### config.mk
export PLATFORM = sky130hd
export DESIGN_NAME = fbpw_ctrl
export DESIGN_NICKNAME = d
export VERILOG_FILES = /design/src/framebuffer_pixel_writer_macros.svh /design/src/fbpw_pkg.sv /design/src/fbpw_ctrl.sv
export SDC_FILE = /design/constraint.sdc
export NUM_CORES = 1
export LEC_CHECK = 0
export BUFFER_PORTS_ARGS = -buffer_cell sky130_fd_sc_hd__buf_2
export CORE_AREA = 2 2 39 41
export DETAILED_ROUTE_END_ITERATION = 6
export DIE_AREA = 0 0 41 43
export MAX_ROUTING_LAYER = met4
export SYNTH_ARGS = -nofsm -noshare
export SYNTH_HDL_FRONTEND = slang
export SYNTH_SLANG_ARGS = --single-unit
### constraint.sdc
create_clock -name aclk -period 1.1 [get_ports aclk]
set_input_delay 0.11 -clock aclk [delete_from_list [all_inputs] [get_ports aclk]]
set_output_delay 0.11 -clock aclk [all_outputs]
set_load 0.01 [all_outputs]
### src/framebuffer_pixel_writer_macros.svh
// ----------------------------------------------------------------------------
// Frame buffer pixel writer assertion macros
// Shared concurrent assertion forms, clocked on aclk, off during reset.
// ----------------------------------------------------------------------------
`ifndef FRAMEBUFFER_PIXEL_WRITER_MACROS_SVH
`define FRAMEBUFFER_PIXEL_WRITER_MACROS_SVH

// same-cycle implication
`define FBPW_ASSERT_NOW(lbl, ante, cons, msg) \
    lbl: assert property (@(posedge aclk) disable iff (!aresetn) \
        (ante) |-> (cons)) else $error(msg);

// next-cycle implication
`define FBPW_ASSERT_NEXT(lbl, ante, cons, msg) \
    lbl: assert property (@(posedge aclk) disable iff (!aresetn) \
        (ante) |=> (cons)) else $error(msg);

`endif

### src/fbpw_pkg.sv
// ----------------------------------------------------------------------------
// Frame buffer pixel writer package
// Sizes, operation and register codes, and controller/datapath links.
// ----------------------------------------------------------------------------
package fbpw_pkg;

    localparam int FB_BYTES   = 16384;
    localparam int MAX_DIM    = 512;
    localparam int ADDR_W     = $clog2(FB_BYTES);
    localparam int DIM_W      = 10;
    localparam int COORD_W    = 9;
    localparam int BADDR_W    = 14;
    localparam int PIX_ADDR_W = 18;
    localparam int CFG_IDX_W  = 3;

    // operation codes on s_func
    localparam logic [1:0] FUNC_WRITE = 2'd0;
    localparam logic [1:0] FUNC_READ  = 2'd1;
    localparam logic [1:0] FUNC_CLEAR = 2'd2;

    // register indexes
    localparam logic [CFG_IDX_W-1:0] CFG_ROTATION = 3'd0;
    localparam logic [CFG_IDX_W-1:0] CFG_MIRROR   = 3'd1;
    localparam logic [CFG_IDX_W-1:0] CFG_DEPTH    = 3'd2;
    localparam logic [CFG_IDX_W-1:0] CFG_LWIDTH   = 3'd3;
    localparam logic [CFG_IDX_W-1:0] CFG_LHEIGHT  = 3'd4;
    localparam logic [CFG_IDX_W-1:0] CFG_MWIDTH   = 3'd5;
    localparam logic [CFG_IDX_W-1:0] CFG_MHEIGHT  = 3'd6;

    // rotation codes
    localparam logic [1:0] ROT_0   = 2'd0;
    localparam logic [1:0] ROT_90  = 2'd1;
    localparam logic [1:0] ROT_180 = 2'd2;
    localparam logic [1:0] ROT_270 = 2'd3;

    typedef struct packed {
        logic load_in;   // capture the accepted beat
        logic do_map;    // rotate, mirror and bound-check
        logic do_addr;   // form the byte address
        logic rd_en;     // fetch addr_reg
        logic wr_merge;  // write back the modified byte
        logic clr_wr;    // write one byte of the clear sweep
        logic load_out;  // load the result register
    } fbpw_cmd_t;

    typedef struct packed {
        logic ok;        // item still live (in bounds, in store)
        logic is_read;
        logic clr_last;
    } fbpw_sts_t;

    function automatic logic [DIM_W-1:0] clamp_dim(input logic [DIM_W-1:0] v);
        return (v > DIM_W'(MAX_DIM)) ? DIM_W'(MAX_DIM) : v;
    endfunction

endpackage

### src/fbpw_ctrl.sv
// ----------------------------------------------------------------------------
// Frame buffer pixel writer controller
// Sequences write, read and clear items and owns the result valid flag.
// ----------------------------------------------------------------------------
module fbpw_ctrl import fbpw_pkg::*; (
    input  logic       aclk,
    input  logic       aresetn,
    input  logic       s_valid,
    output logic       s_ready,
    input  logic [1:0] s_func,
    output logic       m_valid,
    input  logic       m_ready,
    output fbpw_cmd_t  cmd,
    input  fbpw_sts_t  sts
);

    localparam logic [2:0] ST_IDLE  = 3'd0;
    localparam logic [2:0] ST_MAP   = 3'd1;
    localparam logic [2:0] ST_ADDR  = 3'd2;
    localparam logic [2:0] ST_FETCH = 3'd3;
    localparam logic [2:0] ST_MERGE = 3'd4;
    localparam logic [2:0] ST_RDATA = 3'd5;
    localparam logic [2:0] ST_CLEAR = 3'd6;

    logic [2:0] state_reg, state_next;
    logic       m_valid_reg, m_valid_next;

    always_comb begin
        state_next = state_reg;
        cmd        = '0;
        s_ready    = 1'b0;
        unique case (state_reg)
            ST_IDLE: begin
                s_ready = 1'b1;
                if (s_valid) begin
                    cmd.load_in = 1'b1;
                    priority if (s_func == FUNC_WRITE) begin
                        state_next = ST_MAP;
                    end else if (s_func == FUNC_READ) begin
                        state_next = ST_FETCH;
                    end else if (s_func == FUNC_CLEAR) begin
                        state_next = ST_CLEAR;
                    end else begin
                        state_next = ST_IDLE;
                    end
                end
            end
            ST_MAP: begin
                cmd.do_map = 1'b1;
                state_next = ST_ADDR;
            end
            ST_ADDR: begin
                cmd.do_addr = 1'b1;
                state_next  = ST_FETCH;
            end
            ST_FETCH: begin
                cmd.rd_en = sts.ok;
                priority if (sts.is_read) begin
                    state_next = ST_RDATA;
                end else if (sts.ok) begin
                    state_next = ST_MERGE;
                end else begin
                    // dropped write
                    state_next = ST_IDLE;
                end
            end
            ST_MERGE: begin
                cmd.wr_merge = 1'b1;
                state_next   = ST_IDLE;
            end
            ST_RDATA: begin
                // hold until the result register is free
                if (!m_valid_reg || m_ready) begin
                    cmd.load_out = 1'b1;
                    state_next   = ST_IDLE;
                end
            end
            ST_CLEAR: begin
                cmd.clr_wr = 1'b1;
                if (sts.clr_last) begin
                    state_next = ST_IDLE;
                end
            end
            default: begin
                state_next = ST_IDLE;
            end
        endcase
    end

    always_comb begin
        priority if (cmd.load_out) begin
            m_valid_next = 1'b1;
        end else if (m_ready) begin
            m_valid_next = 1'b0;
        end else begin
            m_valid_next = m_valid_reg;
        end
    end

    always_ff @(posedge aclk) begin
        if (!aresetn) begin
            state_reg   <= ST_IDLE;
            m_valid_reg <= 1'b0;
        end else begin
            state_reg   <= state_next;
            m_valid_reg <= m_valid_next;
        end
    end

    assign m_valid = m_valid_reg;

endmodule

==> Word level (Yosys, flattened, before mapping) <==
Cells that the tools add are included.
{ "op_classes": {"eq_ne": 11, "mux": 21, "n_reduce_logical": 6} }
{ "ops": {"columns": ["operator", "n"], "rows": [
  ["3-bit 2-to-1 mux", 8],
  ["3-bit case mux with 6 select lines", 1],
  ["1-bit 2-to-1 mux", 12],
  ["3-bit == test (second input constant)", 3],
  ["3-bit by 2-bit == test with 1-bit output (second input constant)", 2],
  ["2-bit inequality test (second input constant)", 3],
  ["3-bit by 1-bit == test with 1-bit output (second input constant)", 1],
  ["3-bit logical NOT", 1],
  ["3-bit AND reduction", 1],
  ["2-bit by 1-bit == test with 1-bit output (second input constant)", 1],
  ["2-bit == test (second input constant)", 1],
  ["2-bit logical NOT", 1],
  ["2-bit nonzero test", 1],
  ["1-bit logical NOT", 1],
  ["1-bit logical OR", 1]
]} }
{ "word_totals": {"ff_bits": 4, "in_bits": 9, "out_inout_bits": 9} }

==> Depth between registers and ports, before layout <==
{ "logic_depth": {"depth_word": 6, "ltp_mapped": 4, "depth_no_buf": 4} }

==> Worst setup path before layout <==
OpenSTA, ideal clock, no wires.
{ "synth_timing": {"kind": "register -> output", "startpoint": "reg state_reg[1]", "endpoint": "out cmd[6] in the netlist's numbering", "arrival_ns": 0.999, "slack_ns": -0.009, "stages_incl_launch_ff": 4, "path_buffers": 1, "path_cell_list": "dfxtp_1 -> buf_2 -> nor3_1 -> and2_1"} }
{ "synth_lines": {"columns": ["element", "line_no", "text"], "rows": [
  ["from (decl)", "fbpw_ctrl.sv:25", "logic [2:0] state_reg, state_next;"],
  ["from (signal assigned)", "fbpw_ctrl.sv:105", "state_reg <= state_next;"],
  ["to (decl)", "fbpw_ctrl.sv:13", "output fbpw_cmd_t cmd,"]
]} }

==> metrics.md <==
| Metric | Value |
|---|---|
| Part of the power in registers | `26.2%` |
| Total GRT Usage | `12.9%` |
| Fmax | `805 MHz` |
| Routed Antenna Nets | `0` |
| Num CTS Buffers | `3` |
| Clock network power share | `30.0%` |
| Clock-pin transition on the worst setup and hold timing paths | `40 ps` |
| Pre-CTS setup slack | `0.670 ps` |
| Top cells by area, synth | `dfxtp_1 (25%), ha_1 (12%), nor3_1 (7.8%), a221oi_2 (4.7%), inv_1 (4.7%)` |
| CTS Hold Bufs | `0` |
| GP Congestion | `0.771` |
| Logic gate share of total power | `43.8%` |
| Share of post-route cells with drive strength above 1 | `71.6%` |
| Min-Delay Path Class | `in -> reg` |
| Net Sw Frac | `30.9%` |
| Syn Nets | `53` |
| Status | `finished, violations left` |
| Mapped Area | `323 sq um` |
| Number of diodes | `0` |
| Slew @ Worst Pin | `258 ps` |
| FF+latch count, synth | `4` |
| WHS Path Cells | `4` |
| Vias in the first global route | `375` |
| Worst Skew | `3.07 ps` |
| Post-route DRC | `0` |
| Full die area | `1760 sq um` |
| Sink Count | `4` |
| Largest register FFs | `3` |
| Req. time, crit path | `990 ps` |
| Layout area overhead | `105%` |
| Final Worst Setup Slack | `-142 ps` |
| Slowest-stage cell, CP | `dfxtp_2` |
| Reg2reg path depth | `5` |
| Reg-to-reg slack, setup | `-40 ps` |
| Async set or reset register ratio after synthesis | `0%` |
| Pwr Density | `969 nW/um^2` |
| Critical path, cell by cell | `buf_12, nor3_4, and2_4, buf_6` |
| Largest net degree at the start of global routing | `11` |
| Period utilization | `113%` |
| Leakage | `0.328 nW` |
| RSZ-0062 raised after global routing | `yes` |
| Cells after synthesis | `41` |
| Setup violations, final | `11` |
| Initial antenna violation count | `0` |
| Average cell area after synthesis | `7.87 sq um` |
| First drt pass iteration count | `3` |
| Fillers | `150` |
| Sequential area share after synthesis | `24.8%` |
| IO Count | `18` |
| Num rows | `14` |
| Hold Violations, Final | `0` |
| Arrival time worst endpoint | `1130 ps` |
| Max IR drop VDD | `0.000513 V` |
| CTS tree | `done` |
| Synth area leader | `dfxtp_1` |
| Post-synth cell types | `26` |
| Initial Utilization | `23.3%` |
| Detailed placement HPWL | `681 um` |
| Drt via density | `4.82` |
| R2R Path End | `state_reg[0]` |
| CP Class | `reg -> out` |
| Total wire length | `988 um` |
| Root buffer cell | `clkbuf_4` |
| Slew Viols, Final | `0` |
| Fin crit period | `1240 ps` |
| Clock Latency Late Sink | `240 ps` |
| CP Capture Type | `output pin` |
| Max-capacitance violation count | `0` |
| Hold path startpoint | `m_ready` |
| Dominant synthesized flop cell | `dfxtp_1` |
| Routed via count | `434` |
| I/O Buffers | `17` |
| 1st-iter DRT viols | `6` |
| CP Max Fanout | `6` |
| GRT overflow | `0` |
| Die Wd | `41 um` |
| Slowest stage delay, CP | `330 ps` |
| Setup TNS | `-822 ps` |
| RR Startpoint | `state_reg[0]` |
| Clock Path Buffers | `2` |
| Critical path launch point type | `flip-flop` |
| Internal power | `0.442 mW` |
| Core area | `1380 sq um` |
| Drt wl/cell | `11.0 um` |
| Hold path endpoint | `m_valid` |
| Sw power | `0.198 mW` |
| Final Util | `47.7%` |
| Number of H-tree levels | `1` |
| Violated checks | `setup timing` |
| Fin nets | `88` |
| Post-synth EDFFs | `0` |
| Post-synth top area share | `24.8%` |
| First-pass GRT wire length | `1480 um` |
| Die Y | `43 um` |
| Syn. warnings | `0` |
| Slew headroom | `82.7%` |
[stage by stage]
stage / cells / cell area, sq um / hold WS, ps / total power, mW
4_1_cts: 87 / 584 / 171 / 0.581
3_3_place_gp: 78 / 480 / 412 / 0.346
6_report: 90 / 661 / 163 / 0.640
5_1_grt: 90 / 661 / 187 / 0.677
2_1_floorplan: 41 / 328 / 263 / 0.258
3_5_place_dp: 78 / 480 / 415 / 0.348
[layer usage]
layer / track usage (%) / part of all wire [%]
met4: 8.00 / 2.1
met3: 4.71 / 7.0
met5: - / 0
met1: 14.1 / 39
met2: 19.1 / 51
[worst max path at each step]
stage | start | endpoint | slack, ps
after floorplan | state_reg[1] | state_reg[1] | 40
after global placement | state_reg[1] | state_reg[1] | 20
after detailed placement | state_reg[1] | state_reg[1] | 0.7
after CTS | state_reg[1] | cmd[6] | -120
after global routing | state_reg[0] | cmd[6] | -190
final | state_reg[0] | cmd[6] | -140
[cells by family (layout without fill, tap and decap cells)]
logic type,after synthesis,after routing,share of synthesized area (%)
adders and majority gates,3,3,11.6
and+or+nand+nor,16,16,26.7
AOI/OAI and AO/OA,10,10,25.6
DFF,4,4,24.8
buffers and inverters,8,41,11.2
[power by group through the flow]
stage	Combinational (mW)	Sequential (mW)	Clock, mW
global route	0.302	0.168	0.206
CTS	0.227	0.167	0.187
detailed placement	0.181	0.167	0
floorplan	0.0913	0.167	0
global placement	0.179	0.167	0
finish	0.281	0.168	0.192
[cell usage after synthesis (2+ instances only)]
library cell / instances
nor2_1: 2
nand2_1: 2
buf_2: 2
inv_1: 4
ha_1: 3
nor3_1: 5
dfxtp_1: 4
[cells in the final DEF (no fill, tap or decap), drive strengths merged]
cell	Yosys	routed
inv	5	5
a21boi	2	2
o311ai	1	1
nand2	2	2
buf	3	33
o22ai	1	1
clkbuf	0	3
ha	3	3
a21oi	1	1
and2	1	1
o32ai	1	1
o211a	1	1
and4	1	1
nor2	2	2
nor3	5	5
nor2b	1	1
and3	1	1
dfxtp	4	4
nor3b	1	1
nand3	1	1
or3	1	1
a221oi	1	1
a31oi	1	1
a211oi	1	1
[area by class of cell]
class                      count  area (sq um)  area share (%)
multi-input combinational     29           267            40.3
clock buffer                   3          22.5            3.41
sequential                     4          83.8            12.7
inverter                       5          18.8            2.84
timing repair buffer          33           249            37.7
tap                           16          20.0            3.03
[timing repair]
| item | CTS | global route |
|---|---|---|
| resized for setup | 11 | 13 |
| cloned | 0 | 0 |
| hold endpoints to repair | 0 | 0 |
| buffers inserted | 6 | 3 |
| setup endpoints to repair | 9 | 11 |
| pin swaps | 5 | 8 |
[critical path, delay by kind of cell (launching register included)]
family | cells | cell delay, ps
flip-flops | 1 | 330
buffers and inverters | 2 | 220
AND/OR/NAND/NOR | 2 | 340
(Power assumes the default switching activity.)
